File: config.mk
export PLATFORM = sky130hd
export DESIGN_NAME = kdj_stochastic_oscillator
export DESIGN_NICKNAME = d
export VERILOG_FILES = /design/src/hw/rtl/kdj_pkg.sv /design/src/hw/rtl/kdj_stochastic_oscillator.sv /design/src/hw/rtl/kdj_ram.sv /design/src/hw/rtl/kdj_ctrl.sv /design/src/hw/rtl/kdj_dp.sv
export SDC_FILE = /design/constraint.sdc
export NUM_CORES = 2
export LEC_CHECK = 0
export ABC_AREA = 1
export BUFFER_PORTS_ARGS = -buffer_cell sky130_fd_sc_hd__buf_2
export CORE_UTILIZATION = 40
export CTS_CLUSTER_DIAMETER = 100
export DETAILED_ROUTE_END_ITERATION = 7
export PLACE_DENSITY_LB_ADDON = 0.1
export SLEW_MARGIN = 30
export SYNTH_ARGS = -nofsm -noshare
export SYNTH_HDL_FRONTEND = slang
export SYNTH_HIERARCHICAL = 1
export SYNTH_SLANG_ARGS = --single-unit
File: constraint.sdc
create_clock -name clock -period 24.6 [get_ports clock]
set_input_delay 6.15 -clock clock [delete_from_list [all_inputs] [get_ports clock]]
set_output_delay 6.15 -clock clock [all_outputs]
set_load 0.01 [all_outputs]
File: src/hw/rtl/kdj_pkg.sv
`timescale 1ns / 1ps
// ----------------------------------------------------------------------------
// kdj_pkg
// Shared types, constants and helpers for the KDJ stochastic oscillator.
// ----------------------------------------------------------------------------
package kdj_pkg;

   localparam int FRAC_BITS      = 16;
   localparam int POS_BITS       = 16;
   localparam int KD_BITS        = 24;
   localparam int J_BITS         = 26;
   localparam int WL_BITS        = 5;
   localparam int INIT_BITS      = 7;
   localparam int CSR_DATA_BITS  = 7;
   localparam int CSR_INDEX_BITS = 2;

   localparam int WL_RESET   = 10;
   localparam int INIT_RESET = 50;
   localparam int INIT_MAX   = 100;
   localparam int KD_LIMIT   = INIT_MAX << FRAC_BITS;

   // rsv magnitude saturates at 512 whole units
   localparam int RSV_CAP_BITS = 9;
   localparam int QUO_BITS     = FRAC_BITS + RSV_CAP_BITS + 1;
   localparam int RSV_BITS     = QUO_BITS + 1;
   localparam logic [QUO_BITS-1:0] RSV_CAP_MAG = QUO_BITS'(1) << (FRAC_BITS + RSV_CAP_BITS);

   // smoothing sum and divide by three through a reciprocal
   localparam int T_BITS        = 27;
   localparam int MUL_BITS      = 32;
   localparam int PROD_BITS     = 2 * MUL_BITS;
   localparam int RECIP3_SHIFT  = 33;
   localparam int Q3_BITS       = PROD_BITS - RECIP3_SHIFT;
   localparam logic [MUL_BITS-1:0] RECIP3 = 32'hAAAA_AAAB;

   typedef enum logic [CSR_INDEX_BITS-1:0] {
      REG_WINDOW_LEN = 2'd0,
      REG_INITIAL_K  = 2'd1,
      REG_INITIAL_D  = 2'd2
   } kdj_reg_type;

   typedef enum logic [3:0] {
      ST_IDLE,
      ST_SCAN,
      ST_SCAN_END,
      ST_START,
      ST_PREP,
      ST_DIV,
      ST_RSV,
      ST_K_SUM,
      ST_K_MUL,
      ST_K_WB,
      ST_D_SUM,
      ST_D_MUL,
      ST_D_WB,
      ST_FINISH
   } kdj_state_type;

   typedef struct packed {
      logic accept;
      logic scan_rd;
      logic start;
      logic prep;
      logic div_step;
      logic rsv;
      logic kd_sum;
      logic sel_d;
      logic kd_mul;
      logic k_wb;
      logic d_wb;
      logic finish;
   } kdj_cmd_type;

   typedef struct packed {
      logic enough;
      logic scan_last;
      logic flat;
      logic div_last;
      logic out_free;
   } kdj_sts_type;

   function automatic logic signed [KD_BITS-1:0] kd_from_whole(input logic [INIT_BITS-1:0] v);
      logic [INIT_BITS-1:0] c;
      c = (v > INIT_BITS'(INIT_MAX)) ? INIT_BITS'(INIT_MAX) : v;
      return KD_BITS'({c, FRAC_BITS'(0)});
   endfunction

endpackage

File: src/hw/rtl/kdj_stochastic_oscillator.sv
`timescale 1ns / 1ps
// ----------------------------------------------------------------------------
// kdj_stochastic_oscillator
// KDJ oscillator over a sliding window of signed samples, one result per
// sample, K and D in signed Q8.16, J in signed Q10.16.
// ----------------------------------------------------------------------------
// One sample is processed at a time. A sample with too little history goes
// straight to the result; a sample whose window is flat is scanned only; any
// other sample is scanned, then divided and smoothed. The window scan makes
// one history RAM read per cycle; the rsv divider retires one of its 26
// quotient bits per cycle. A finished result sits in the output register,
// so the next sample is taken while the previous result still waits to
// transfer.
module kdj_stochastic_oscillator #(
   parameter int WINDOW_MAX  = 16,
   parameter int SAMPLE_BITS = 16
) (
   input  logic                                clock,
   input  logic                                reset,
   input  logic                                req_valid,
   output logic                                req_stall,
   input  logic signed [SAMPLE_BITS-1:0]       req_sample,
   output logic                                rsp_valid,
   input  logic                                rsp_stall,
   output logic [kdj_pkg::POS_BITS-1:0]        rsp_position,
   output logic                                rsp_produced,
   output logic                                rsp_degenerate,
   output logic signed [kdj_pkg::KD_BITS-1:0]  rsp_k_value,
   output logic signed [kdj_pkg::KD_BITS-1:0]  rsp_d_value,
   output logic signed [kdj_pkg::J_BITS-1:0]   rsp_j_value,
   input  logic                                csr_wr_en,
   input  logic [kdj_pkg::CSR_INDEX_BITS-1:0]  csr_index,
   input  logic [kdj_pkg::CSR_DATA_BITS-1:0]   csr_wdata
);
   import kdj_pkg::*;

   kdj_cmd_type cmd;
   kdj_sts_type sts;

   kdj_ctrl u_ctrl (
      .clock     (clock),
      .reset     (reset),
      .req_valid (req_valid),
      .req_stall (req_stall),
      .cmd       (cmd),
      .sts       (sts)
   );

   kdj_dp #(
      .WINDOW_MAX  (WINDOW_MAX),
      .SAMPLE_BITS (SAMPLE_BITS)
   ) u_dp (
      .clock          (clock),
      .reset          (reset),
      .cmd            (cmd),
      .sts            (sts),
      .req_sample     (req_sample),
      .csr_wr_en      (csr_wr_en),
      .csr_index      (csr_index),
      .csr_wdata      (csr_wdata),
      .rsp_valid      (rsp_valid),
      .rsp_stall      (rsp_stall),
      .rsp_position   (rsp_position),
      .rsp_produced   (rsp_produced),
      .rsp_degenerate (rsp_degenerate),
      .rsp_k_value    (rsp_k_value),
      .rsp_d_value    (rsp_d_value),
      .rsp_j_value    (rsp_j_value)
   );

endmodule

File: src/hw/rtl/kdj_ram.sv
`timescale 1ns / 1ps
// ----------------------------------------------------------------------------
// kdj_ram
// Generic single write port, single read port RAM with registered read.
// ----------------------------------------------------------------------------
module kdj_ram #(
   parameter int WIDTH = 16,
   parameter int DEPTH = 16
) (
   input  logic                     clock,
   input  logic                     wr_en,
   input  logic [$clog2(DEPTH)-1:0] wr_addr,
   input  logic [WIDTH-1:0]         wr_data,
   input  logic                     rd_en,
   input  logic [$clog2(DEPTH)-1:0] rd_addr,
   output logic [WIDTH-1:0]         rd_data
);

   logic [WIDTH-1:0] mem_ff [DEPTH];
   logic [WIDTH-1:0] rd_data_ff;

   always_ff @(posedge clock) begin
      if (wr_en) begin
         mem_ff[wr_addr] <= wr_data;
      end
      if (rd_en) begin
         rd_data_ff <= mem_ff[rd_addr];
      end
   end

   assign rd_data = rd_data_ff;

endmodule

File: src/hw/rtl/kdj_ctrl.sv
`timescale 1ns / 1ps
// ----------------------------------------------------------------------------
// kdj_ctrl
// Sequencer: window scan, divide, K and D smoothing, result transfer.
// ----------------------------------------------------------------------------
module kdj_ctrl (
   input  logic                 clock,
   input  logic                 reset,
   input  logic                 req_valid,
   output logic                 req_stall,
   output kdj_pkg::kdj_cmd_type cmd,
   input  kdj_pkg::kdj_sts_type sts
);
   import kdj_pkg::*;

   kdj_state_type state_ff, state_in;

   always_ff @(posedge clock) begin
      if (reset) begin
         state_ff <= ST_IDLE;
      end else begin
         state_ff <= state_in;
      end
   end

   always_comb begin
      state_in  = state_ff;
      cmd       = '0;
      req_stall = 1'b1;
      unique case (state_ff)
         ST_IDLE: begin
            req_stall = 1'b0;
            if (req_valid) begin
               cmd.accept = 1'b1;
               state_in   = ST_SCAN;
            end
         end
         ST_SCAN: begin
            if (!sts.enough) begin
               state_in = ST_FINISH;
            end else begin
               cmd.scan_rd = 1'b1;
               if (sts.scan_last) begin
                  state_in = ST_SCAN_END;
               end
            end
         end
         ST_SCAN_END: begin
            state_in = ST_START;
         end
         ST_START: begin
            cmd.start = 1'b1;
            state_in  = sts.flat ? ST_FINISH : ST_PREP;
         end
         ST_PREP: begin
            cmd.prep = 1'b1;
            state_in = ST_DIV;
         end
         ST_DIV: begin
            cmd.div_step = 1'b1;
            if (sts.div_last) begin
               state_in = ST_RSV;
            end
         end
         ST_RSV: begin
            cmd.rsv  = 1'b1;
            state_in = ST_K_SUM;
         end
         ST_K_SUM: begin
            cmd.kd_sum = 1'b1;
            state_in   = ST_K_MUL;
         end
         ST_K_MUL: begin
            cmd.kd_mul = 1'b1;
            state_in   = ST_K_WB;
         end
         ST_K_WB: begin
            cmd.k_wb = 1'b1;
            state_in = ST_D_SUM;
         end
         ST_D_SUM: begin
            cmd.kd_sum = 1'b1;
            cmd.sel_d  = 1'b1;
            state_in   = ST_D_MUL;
         end
         ST_D_MUL: begin
            cmd.kd_mul = 1'b1;
            state_in   = ST_D_WB;
         end
         ST_D_WB: begin
            cmd.d_wb = 1'b1;
            state_in = ST_FINISH;
         end
         ST_FINISH: begin
            if (sts.out_free) begin
               cmd.finish = 1'b1;
               state_in   = ST_IDLE;
            end
         end
         default: begin
            state_in = ST_IDLE;
         end
      endcase
   end

endmodule

File: src/hw/rtl/kdj_dp.sv
`timescale 1ns / 1ps
// ----------------------------------------------------------------------------
// kdj_dp
// Datapath: settings, sample history, max/min scan, rsv divider,
// K and D smoothing and the result register.
// ----------------------------------------------------------------------------
module kdj_dp #(
   parameter int WINDOW_MAX  = 16,
   parameter int SAMPLE_BITS = 16
) (
   input  logic                                         clock,
   input  logic                                         reset,
   input  kdj_pkg::kdj_cmd_type                         cmd,
   output kdj_pkg::kdj_sts_type                         sts,
   input  logic signed [SAMPLE_BITS-1:0]                req_sample,
   input  logic                                         csr_wr_en,
   input  logic [kdj_pkg::CSR_INDEX_BITS-1:0]           csr_index,
   input  logic [kdj_pkg::CSR_DATA_BITS-1:0]            csr_wdata,
   output logic                                         rsp_valid,
   input  logic                                         rsp_stall,
   output logic [kdj_pkg::POS_BITS-1:0]                 rsp_position,
   output logic                                         rsp_produced,
   output logic                                         rsp_degenerate,
   output logic signed [kdj_pkg::KD_BITS-1:0]           rsp_k_value,
   output logic signed [kdj_pkg::KD_BITS-1:0]           rsp_d_value,
   output logic signed [kdj_pkg::J_BITS-1:0]            rsp_j_value
);
   import kdj_pkg::*;

   localparam int AW     = $clog2(WINDOW_MAX);
   localparam int CW     = $clog2(WINDOW_MAX + 1);
   localparam int P_BITS = SAMPLE_BITS + 6;
   localparam int C_BITS = SAMPLE_BITS + RSV_CAP_BITS;
   localparam int DCW    = $clog2(QUO_BITS);

   // settings
   logic [WL_BITS-1:0]   wlen_ff, wlen_in;
   logic [INIT_BITS-1:0] initk_ff, initk_in;
   logic [INIT_BITS-1:0] initd_ff, initd_in;

   // item and history control
   logic signed [SAMPLE_BITS-1:0] cur_ff, cur_in;
   logic [POS_BITS-1:0]           pos_ff, pos_in;
   logic [POS_BITS-1:0]           count_ff, count_in;
   logic [AW-1:0]                 wr_ptr_ff, wr_ptr_in;
   logic [CW-1:0]                 wl_ff, wl_in;
   logic [CW-1:0]                 scan_i_ff, scan_i_in;
   logic                          cmp_en_ff, cmp_first_ff;
   logic signed [SAMPLE_BITS-1:0] mx_ff, mx_in, mn_ff, mn_in;
   logic                          started_ff, started_in;
   logic signed [KD_BITS-1:0]     k_ff, k_in, d_ff, d_in;

   // rsv divider
   logic [SAMPLE_BITS-1:0] a_ff, a_in, den_ff, den_in;
   logic                   neg_ff, neg_in, cap_ff, cap_in;
   logic [SAMPLE_BITS-1:0] rem_ff, rem_in;
   logic [QUO_BITS-1:0]    dq_ff, dq_in;
   logic [DCW-1:0]         div_cnt_ff, div_cnt_in;
   logic signed [RSV_BITS-1:0] rsv_ff, rsv_in;

   // smoothing
   logic signed [T_BITS-1:0] t_ff, t_in;
   logic                     tneg_ff, tneg_in;
   logic [Q3_BITS-1:0]       q3_ff, q3_in;

   // result register
   logic                      rsp_valid_ff, rsp_valid_in;
   logic [POS_BITS-1:0]       rsp_pos_ff, rsp_pos_in;
   logic                      rsp_prod_ff, rsp_prod_in;
   logic                      rsp_degen_ff, rsp_degen_in;
   logic signed [KD_BITS-1:0] rsp_k_ff, rsp_k_in, rsp_d_ff, rsp_d_in;
   logic signed [J_BITS-1:0]  rsp_j_ff, rsp_j_in;

   // combinational helpers
   logic [CW-1:0]                 wl_clamp;
   logic [CW:0]                   addr_sum, addr_wrap;
   logic [AW-1:0]                 rd_addr;
   logic [SAMPLE_BITS-1:0]        rd_data;
   logic signed [SAMPLE_BITS-1:0] rd_val;
   logic signed [SAMPLE_BITS:0]   diff, span;
   logic [SAMPLE_BITS:0]          diff_abs;
   logic [P_BITS-1:0]             prod60;
   logic [SAMPLE_BITS:0]          trial;
   logic                          trial_ge;
   logic [QUO_BITS:0]             rnd;
   logic [QUO_BITS-1:0]           rsv_mag;
   logic signed [RSV_BITS-1:0]    rsv_pos;
   logic signed [T_BITS-1:0]      sum_base, sum_add;
   logic [T_BITS-1:0]             t_mag;
   logic [MUL_BITS-1:0]           mul_op;
   logic [PROD_BITS-1:0]          mul_prod;
   logic [Q3_BITS-1:0]            q3_clamp;
   logic signed [KD_BITS-1:0]     kd_mag, kd_res;
   logic signed [J_BITS-1:0]      d_ext, k_ext;

   kdj_ram #(
      .WIDTH (SAMPLE_BITS),
      .DEPTH (WINDOW_MAX)
   ) u_history (
      .clock   (clock),
      .wr_en   (cmd.finish),
      .wr_addr (wr_ptr_ff),
      .wr_data (cur_ff),
      .rd_en   (cmd.scan_rd),
      .rd_addr (rd_addr),
      .rd_data (rd_data)
   );

   always_comb begin
      wlen_in      = wlen_ff;
      initk_in     = initk_ff;
      initd_in     = initd_ff;
      cur_in       = cur_ff;
      pos_in       = pos_ff;
      count_in     = count_ff;
      wr_ptr_in    = wr_ptr_ff;
      wl_in        = wl_ff;
      scan_i_in    = scan_i_ff;
      mx_in        = mx_ff;
      mn_in        = mn_ff;
      started_in   = started_ff;
      k_in         = k_ff;
      d_in         = d_ff;
      a_in         = a_ff;
      den_in       = den_ff;
      neg_in       = neg_ff;
      cap_in       = cap_ff;
      rem_in       = rem_ff;
      dq_in        = dq_ff;
      div_cnt_in   = div_cnt_ff;
      rsv_in       = rsv_ff;
      t_in         = t_ff;
      tneg_in      = tneg_ff;
      q3_in        = q3_ff;
      rsp_valid_in = rsp_valid_ff;
      rsp_pos_in   = rsp_pos_ff;
      rsp_prod_in  = rsp_prod_ff;
      rsp_degen_in = rsp_degen_ff;
      rsp_k_in     = rsp_k_ff;
      rsp_d_in     = rsp_d_ff;
      rsp_j_in     = rsp_j_ff;

      // settings port
      if (csr_wr_en) begin
         unique case (csr_index)
            REG_WINDOW_LEN: wlen_in  = csr_wdata[WL_BITS-1:0];
            REG_INITIAL_K:  initk_in = csr_wdata;
            REG_INITIAL_D:  initd_in = csr_wdata;
            default: begin
            end
         endcase
      end

      // window length clamped into range
      if (wlen_ff == '0) begin
         wl_clamp = CW'(1);
      end else if (32'(wlen_ff) > WINDOW_MAX) begin
         wl_clamp = CW'(WINDOW_MAX);
      end else begin
         wl_clamp = CW'(wlen_ff);
      end

      if (cmd.accept) begin
         cur_in    = req_sample;
         pos_in    = count_ff;
         wl_in     = wl_clamp;
         scan_i_in = CW'(1);
      end

      // window scan, newest first
      addr_sum  = (CW+1)'(wr_ptr_ff) + (CW+1)'(WINDOW_MAX) - (CW+1)'(scan_i_ff);
      addr_wrap = (addr_sum >= (CW+1)'(WINDOW_MAX)) ? addr_sum - (CW+1)'(WINDOW_MAX)
                                                     : addr_sum;
      rd_addr   = AW'(addr_wrap);
      if (cmd.scan_rd) begin
         scan_i_in = scan_i_ff + CW'(1);
      end

      rd_val = rd_data;
      if (cmp_en_ff) begin
         if (cmp_first_ff || rd_val > mx_ff) begin
            mx_in = rd_val;
         end
         if (cmp_first_ff || rd_val < mn_ff) begin
            mn_in = rd_val;
         end
      end

      // operands of rsv
      diff     = {cur_ff[SAMPLE_BITS-1], cur_ff} - {mn_ff[SAMPLE_BITS-1], mn_ff};
      span     = {mx_ff[SAMPLE_BITS-1], mx_ff} - {mn_ff[SAMPLE_BITS-1], mn_ff};
      diff_abs = diff[SAMPLE_BITS] ? (SAMPLE_BITS+1)'(-diff) : (SAMPLE_BITS+1)'(diff);
      if (cmd.start) begin
         a_in       = diff_abs[SAMPLE_BITS-1:0];
         neg_in     = diff[SAMPLE_BITS];
         den_in     = span[SAMPLE_BITS-1:0];
         started_in = 1'b1;
         if (!started_ff) begin
            k_in = kd_from_whole(initk_ff);
            d_in = kd_from_whole(initd_ff);
         end
      end

      // times sixty, saturation test and divider load
      prod60 = {a_ff, 6'b0} - {4'b0, a_ff, 2'b0};
      if (cmd.prep) begin
         cap_in     = C_BITS'(prod60) >= {den_ff, RSV_CAP_BITS'(0)};
         rem_in     = SAMPLE_BITS'(prod60[P_BITS-1:RSV_CAP_BITS]);
         dq_in      = {prod60[RSV_CAP_BITS-1:0], (FRAC_BITS+1)'(0)};
         div_cnt_in = '0;
      end

      // restoring divide, one quotient bit a cycle
      trial    = {rem_ff, dq_ff[QUO_BITS-1]};
      trial_ge = trial >= {1'b0, den_ff};
      if (cmd.div_step) begin
         rem_in     = trial_ge ? SAMPLE_BITS'(trial - {1'b0, den_ff}) : SAMPLE_BITS'(trial);
         dq_in      = {dq_ff[QUO_BITS-2:0], trial_ge};
         div_cnt_in = div_cnt_ff + DCW'(1);
      end

      // round half up, saturate, apply sign
      rnd     = {1'b0, dq_ff} + (QUO_BITS+1)'(1);
      rsv_mag = cap_ff ? RSV_CAP_MAG : rnd[QUO_BITS:1];
      rsv_pos = {1'b0, rsv_mag};
      if (cmd.rsv) begin
         rsv_in = neg_ff ? -rsv_pos : rsv_pos;
      end

      // 2*x + y, then divide by three to nearest
      sum_base = cmd.sel_d ? T_BITS'(d_ff) : T_BITS'(k_ff);
      sum_add  = cmd.sel_d ? T_BITS'(k_ff) : T_BITS'(rsv_ff);
      if (cmd.kd_sum) begin
         t_in = (sum_base <<< 1) + sum_add;
      end

      t_mag    = t_ff[T_BITS-1] ? T_BITS'(-t_ff) : T_BITS'(t_ff);
      mul_op   = MUL_BITS'(t_mag) + MUL_BITS'(1);
      mul_prod = PROD_BITS'(mul_op) * PROD_BITS'(RECIP3);
      if (cmd.kd_mul) begin
         tneg_in = t_ff[T_BITS-1];
         q3_in   = mul_prod[PROD_BITS-1:RECIP3_SHIFT];
      end

      q3_clamp = (q3_ff > Q3_BITS'(KD_LIMIT)) ? Q3_BITS'(KD_LIMIT) : q3_ff;
      kd_mag   = KD_BITS'(q3_clamp);
      kd_res   = tneg_ff ? -kd_mag : kd_mag;
      if (cmd.k_wb) begin
         k_in = kd_res;
      end
      if (cmd.d_wb) begin
         d_in = kd_res;
      end

      // result transfer and history update
      d_ext = J_BITS'(d_ff);
      k_ext = J_BITS'(k_ff);
      if (!rsp_stall) begin
         rsp_valid_in = 1'b0;
      end
      if (cmd.finish) begin
         rsp_valid_in = 1'b1;
         rsp_pos_in   = pos_ff;
         rsp_prod_in  = sts.enough;
         rsp_degen_in = sts.enough && sts.flat;
         rsp_k_in     = sts.enough ? k_ff : '0;
         rsp_d_in     = sts.enough ? d_ff : '0;
         rsp_j_in     = sts.enough ? (d_ext <<< 1) + d_ext - (k_ext <<< 1) : '0;
         wr_ptr_in    = (wr_ptr_ff == AW'(WINDOW_MAX - 1)) ? '0 : wr_ptr_ff + AW'(1);
         if (count_ff != '1) begin
            count_in = count_ff + POS_BITS'(1);
         end
      end
   end

   always_comb begin
      sts.enough    = POS_BITS'(wl_ff) < pos_ff;
      sts.scan_last = scan_i_ff == wl_ff;
      sts.flat      = mx_ff == mn_ff;
      sts.div_last  = div_cnt_ff == DCW'(QUO_BITS - 1);
      sts.out_free  = !rsp_valid_ff || !rsp_stall;
   end

   always_ff @(posedge clock) begin
      if (reset) begin
         wlen_ff      <= WL_BITS'(WL_RESET);
         initk_ff     <= INIT_BITS'(INIT_RESET);
         initd_ff     <= INIT_BITS'(INIT_RESET);
         count_ff     <= '0;
         wr_ptr_ff    <= '0;
         started_ff   <= 1'b0;
         cmp_en_ff    <= 1'b0;
         rsp_valid_ff <= 1'b0;
      end else begin
         wlen_ff      <= wlen_in;
         initk_ff     <= initk_in;
         initd_ff     <= initd_in;
         count_ff     <= count_in;
         wr_ptr_ff    <= wr_ptr_in;
         started_ff   <= started_in;
         cmp_en_ff    <= cmd.scan_rd;
         rsp_valid_ff <= rsp_valid_in;
      end
   end

   always_ff @(posedge clock) begin
      cur_ff       <= cur_in;
      pos_ff       <= pos_in;
      wl_ff        <= wl_in;
      scan_i_ff    <= scan_i_in;
      cmp_first_ff <= cmd.scan_rd && (scan_i_ff == CW'(1));
      mx_ff        <= mx_in;
      mn_ff        <= mn_in;
      k_ff         <= k_in;
      d_ff         <= d_in;
      a_ff         <= a_in;
      den_ff       <= den_in;
      neg_ff       <= neg_in;
      cap_ff       <= cap_in;
      rem_ff       <= rem_in;
      dq_ff        <= dq_in;
      div_cnt_ff   <= div_cnt_in;
      rsv_ff       <= rsv_in;
      t_ff         <= t_in;
      tneg_ff      <= tneg_in;
      q3_ff        <= q3_in;
      rsp_pos_ff   <= rsp_pos_in;
      rsp_prod_ff  <= rsp_prod_in;
      rsp_degen_ff <= rsp_degen_in;
      rsp_k_ff     <= rsp_k_in;
      rsp_d_ff     <= rsp_d_in;
      rsp_j_ff     <= rsp_j_in;
   end

   assign rsp_valid      = rsp_valid_ff;
   assign rsp_position   = rsp_pos_ff;
   assign rsp_produced   = rsp_prod_ff;
   assign rsp_degenerate = rsp_degen_ff;
   assign rsp_k_value    = rsp_k_ff;
   assign rsp_d_value    = rsp_d_ff;
   assign rsp_j_value    = rsp_j_ff;

endmodule

Word level (Yosys, flattened, before mapping)
Memory sizes are Yosys's and may differ from the RTL's. A register that Yosys moved wholly into a read port is not among the register bits.
Cells that the tools add are included.

word-level totals
  input bits = 30
  RAM bits = 256
  memories = 1
  flip-flop bits (word level) = 428
  output and inout port bits = 94
  logic and storage cells = 178

memories
  name                   words  bits a word  rd ports  clocked after memory_dff  wr ports  line           text
  u_dp.u_history.mem_ff  16     16           1         1                         1         kdj_ram.sv:19  logic [WIDTH-1:0] mem_ff [DEPTH];

operators by class
  reductions and logical operators = 26
  eq/ne operators = 28
  magnitude comparators = 10
  multiplexer cells = 55
  add/subtract/negate cells = 20
  $mul = 1

operators with widths
  operator                number
  $mux 24                 8
  $mux 26                 5
  $mul 32x32->64 const B  1
  $mux 16                 4
  $pmux 4 s14             1
  $mux 27                 2
  $mux 4                  8
  $sub 16x16->16          2
  $gt 31x23->1 const B    1
  $add 27x1->28 const B   1
  $eq 4x4->1 const B      7
  $add 26x1->27 const B   1
  $add 27x27->27          1
  $neg 26->27             1
  $neg 27->27             1
  $add 25x24->26          1
  $sub 26x26->26          1
  $ge 22x25->1            1
  $mux 5                  5
  $neg 24->24             1
  $sub 22x18->22          1
  $mux 1                  20
  $ge 17x16->1            1
  $sub 16x16->17          1
  other kinds (37)        64

Logic depth before layout (Yosys ltp)
  depth in word-level cells = 6
  mapped depth = 45
  depth with buffers taken out = 45

Modules after synthesis
The synthesis kept the hierarchy.

modules (own cells, without submodules)
  module    cells each  seq. area each (µm²)  area each (µm²)  times used
  kdj_dp    4474        12151.7               37887.6          1
  kdj_ram   1074        8167.8                11548.6          1
  kdj_ctrl  76          80.1                  416.6            1

Worst setup path before layout
OpenSTA, ideal clock, no wires.

  path kind = input port to flip-flop
  start point = input port rsp_stall
  end point = memory u_dp.u_history.mem_ff[12][0] (enable)
  buffers on the path = 0
  required time = 24.209 ns
  stages = 5
  setup slack = 9.312 ns
  arrival = 14.897 ns
  path through = nand2_1 -> inv_1 -> nor3_1 -> nand3_1 -> nor2_1

RTL lines
  item         line                             text
  from (decl)  kdj_stochastic_oscillator.sv:24  input logic rsp_stall,
  to (decl)    kdj_ram.sv:19

Worst setup path after layout
  start point = register u_dp.t_ff[0]
  end point = register u_dp.q3_ff[12] (data pin)

on the way
  cells in the longest elaborated chain, start to end = 4

RTL lines
  item                    line           text
  from (decl)             kdj_dp.sv:62   logic signed [T_BITS-1:0] t_ff, t_in;
  from (signal assigned)  kdj_dp.sv:324  t_ff <= t_in;
  $neg 27->27             kdj_dp.sv:237  t_mag = t_ff[T_BITS-1] ? T_BITS'(-t_ff) : T_BITS'(t_ff);
  $mux 27 (*)             kdj_dp.sv:237
  $add 27x1->28 (*)       kdj_dp.sv:238  mul_op = MUL_BITS'(t_mag) + MUL_BITS'(1);
  $mul 32x32->64 (*)      kdj_dp.sv:239  mul_prod = PROD_BITS'(mul_op) * PROD_BITS'(RECIP3);
  via u_dp.mul_prod[45]   kdj_dp.sv:91   logic [PROD_BITS-1:0] mul_prod;
  to (signal assigned)    kdj_dp.sv:326  q3_ff <= q3_in;
  to (decl)               kdj_dp.sv:64   logic [Q3_BITS-1:0] q3_ff, q3_in;

The timed path passes the listed nets; every way through them passes the cells marked *.
A chain may end at the register's enable or synchronous reset.

==> results.py <==
metrics = {
    "status": {
        "status": "finished, final reports clean",
    },
    "power": {
        "switchingPower_mw": 2.045,
        "p_leak_nw": 25.21,
        "p_clk_share_pct": 24.9,
        "sw_frac_of_total_pct": 41.62,
        "power.internal_mw": 2.868,
        "power_density_nw_per_um2": 89.10,
        "power_frac_seq_pct": 32.3,
        "p_comb_share_pct": 42.8,
        "vdd_ir_drop_max_mv": 0.07664,
    },
    "sta": {
        "skew_ps": 63.77,
        "rsz0062_at_grt": "no",
        "fin_crit_sh_pct": 36.32,
        "worst_pin_slew_ps": 975.0,
        "fmax_ghz": 0.1119,
        "layout_setup_ws_ps": 15670,
        "finalSetupViolations": 0,
        "maxSlewHeadroom_pct": 35.00,
        "hold_violations": 0,
        "min_period_ps": 8934,
        "drv_slew": 0,
        "timing.setup.tns_ps": 0,
    },
    "layout": {
        "num-nets-final": 6426,
        "antenna_cells": 0,
        "synthToLayoutAreaGrowth_pct": 10.59,
        "final_cell_count_no_fill": 7457,
        "utilization_pct": 44.59,
        "final_layout_size_suffix_gt1_share_pct": 7.045,
        "multi_input_area_sq_um": 24870,
        "n_fill_cell": 12253,
        "regArea_sq_um": 20400,
    },
    "logic_synthesis": {
        "synth_flop_cell": "edfxtp_1",
        "synth_common_cells": "1,142 x nand2_1, 1,110 x inv_1, 648 x edfxtp_1, 455 x nor2_1, 403 x ha_1",
        "synth.largest_area_cell": "edfxtp_1",
        "synth-edff-count": 648,
        "synth_seq_area_share_pct": 40.92,
        "synth.most_common_cell": "nand2_1",
        "postSynth.asyncResetShare_pct": 0,
        "synth_top_cell_area_share_pct": 39.03,
        "synthTopCellsByArea": "edfxtp_1 39%, ha_1 10%, fa_1 9.5%, nand2_1 8.6%, inv_1 8.4%",
        "synth_warnings": 6,
        "syn_area_per_cell_sq_um": 8.864,
        "synth_area_sq_um": 49850,
        "yosysUniqueCellTypes": 67,
        "ys_ff_latch": 695,
        "syn_inst": 5624,
    },
    "run": {
        "maxCapViolations": 0,
    },
    "clock_network": {
        "clock-root-buffer": "clkbuf_16",
        "cts_sinks": 695,
        "clk_path_buf_depth": 3,
        "cts.clk_slew.worst_paths_ps": 60,
        "htreeDepth": 3,
        "post_cts_resized": 0,
        "cts_inserted_buffers": 80,
        "cts_tree": "done",
        "clkLatencyLatePin_ps": 690,
        "post_cts.repair.setup_buffers": 0,
        "postCtsHoldBufs": 0,
    },
    "placement": {
        "dp_hpwl_um": 107900,
        "place_inst": 7309,
        "gp_congestion": 0.9331,
        "port-buffer-count": 123,
        "dp_slack_ps": 15570,
    },
    "detailed_routing": {
        "drtAntennaViolNets": 0,
        "via_per_inst": 5.028,
        "wl_met1_um": 64100,
        "dr.pass1.iters": 7,
        "drt_iter0_drc": 2680,
        "routed-wl-met2_um": 65240,
        "route.met3.wl_um": 5994,
        "drc": 0,
        "wl_per_cell_um": 18.61,
        "drt-total-wl_um": 138800,
        "vias": 37497,
        "maxUsedRoutingLayer": "met4",
    },
    "critical_path": {
        "cp_top_family": "adder cells",
        "slowest_stage": "fa_1",
        "cp-end-kind": "register",
        "cp_slowest_stage_delay_ps": 700,
        "critPathBufInv": 8,
        "r2r_slack_ps": 15670,
        "crit_arrival_ps": 9360,
        "worstSetupPathType": "reg2reg",
        "critical_path.max_fanout": 7,
        "required_ps": 25020,
        "crit_path_start_kind": "register",
        "cp_common_cell": "inv_1",
    },
    "floorplan": {
        "die_h_um": 355.0,
        "core_sq_um": 123600,
        "dieArea_sq_um": 126000,
        "num_rows": 129,
        "num_io_pins": 124,
        "die_w_um": 355.0,
        "initial_core_util_pct": 40.32,
    },
    "global_route": {
        "first_global_vias": 36841,
        "grt_start_max_net_pins": 100,
        "track_usage_pct": 22.16,
        "grt_overflow_total": 0,
        "antenna_found_initial": 2,
        "grt_pass1_wl_um": 215100,
    },
    "min_path": {
        "hold_class": "reg2reg",
    },
}
registers in the layout (all words and copies together) (netlist names), 24 cells and up:
name / cells
u_dp/d_ff: 24
u_dp/dq_ff: 26
u_dp/k_ff: 24
u_dp/q3_ff: 27
u_dp/rsp_d_value: 24
u_dp/rsp_j_value: 25
u_dp/rsp_k_value: 24
u_dp/rsv_ff: 27
u_dp/t_ff: 27
u_dp/u_history/mem_ff: 256
worst paths after layout:
| path | to | from | depth (start not counted) |
|---|---|---|---|
| worst max-delay path | u_dp/q3_ff[12] | u_dp/t_ff[0] | 38 |
| worst min-delay path | u_dp/rsp_position[15] | u_dp/pos_ff[15] | 0 |
| worst max register to register | u_dp/q3_ff[12] | u_dp/t_ff[0] | 38 |
| worst min register to register | u_dp/rsp_position[15] | u_dp/pos_ff[15] | 0 |
kinds of logic after synthesis:
logic type      Yosys count  synth area share, %
mux                       1              0.02259
compound gates          660                7.396
buf+inv                1226                9.567
simple gates           2218                19.16
fa+ha+maj               640                19.63
xor+xnor                183                3.298
flops                   695                40.92
other cells               1             0.007522
power by group through the flow:
stage | clock network (mW) | logic (mW) | registers [mW]
after detailed placement | 0 | 2.09 | 1.62
after floorplan | 0 | 1.46 | 1.57
after global placement | 0 | 2.07 | 1.63
final | 1.22 | 2.10 | 1.59
after global routing | 1.30 | 2.36 | 1.60
after CTS | 1.26 | 2.10 | 1.59
area by class of cell:
class	count	share of cell area, %
well taps	1637	3.715
repair buffers	155	1.686
inverters	1120	7.632
flip-flops and latches	695	37.00
clock inverters	42	0.9736
clock buffers	104	3.890
multi-input cells	3704	45.10
routing by layer:
layer  up-vias  track usage (%)
li1      18548                -
met1     17961            30.84
met2       827            36.36
met3       161            2.826
met4         0            5.733
met5         -                0
stage by stage:
step	power, mW	hold slack (ps)	instance area [sq um]
3_3_place_gp	3.697	436.2	52240
6_report	4.912	446.1	55130
5_1_grt	5.260	448.3	55130
4_1_cts	4.953	442.1	55080
3_5_place_dp	3.707	435.8	52400
2_1_floorplan	3.030	420.4	49860
cell usage in the layout (no fill, tap or decap), types with 37 or more instances in the layout:
cell type  count
nor3_1        47
o21ai_0      220
buf_2        123
xor2_1       107
clkbuf_16     82
ha_1         403
nand2_1     1140
a31oi_1       37
fa_1         237
xnor2_1       71
edfxtp_1     648
inv_1       1104
dfxtp_1       47
nand4_1       55
a21oi_1      270
nor2_1       435
nand3_1      375
(Power assumes the default switching activity.)
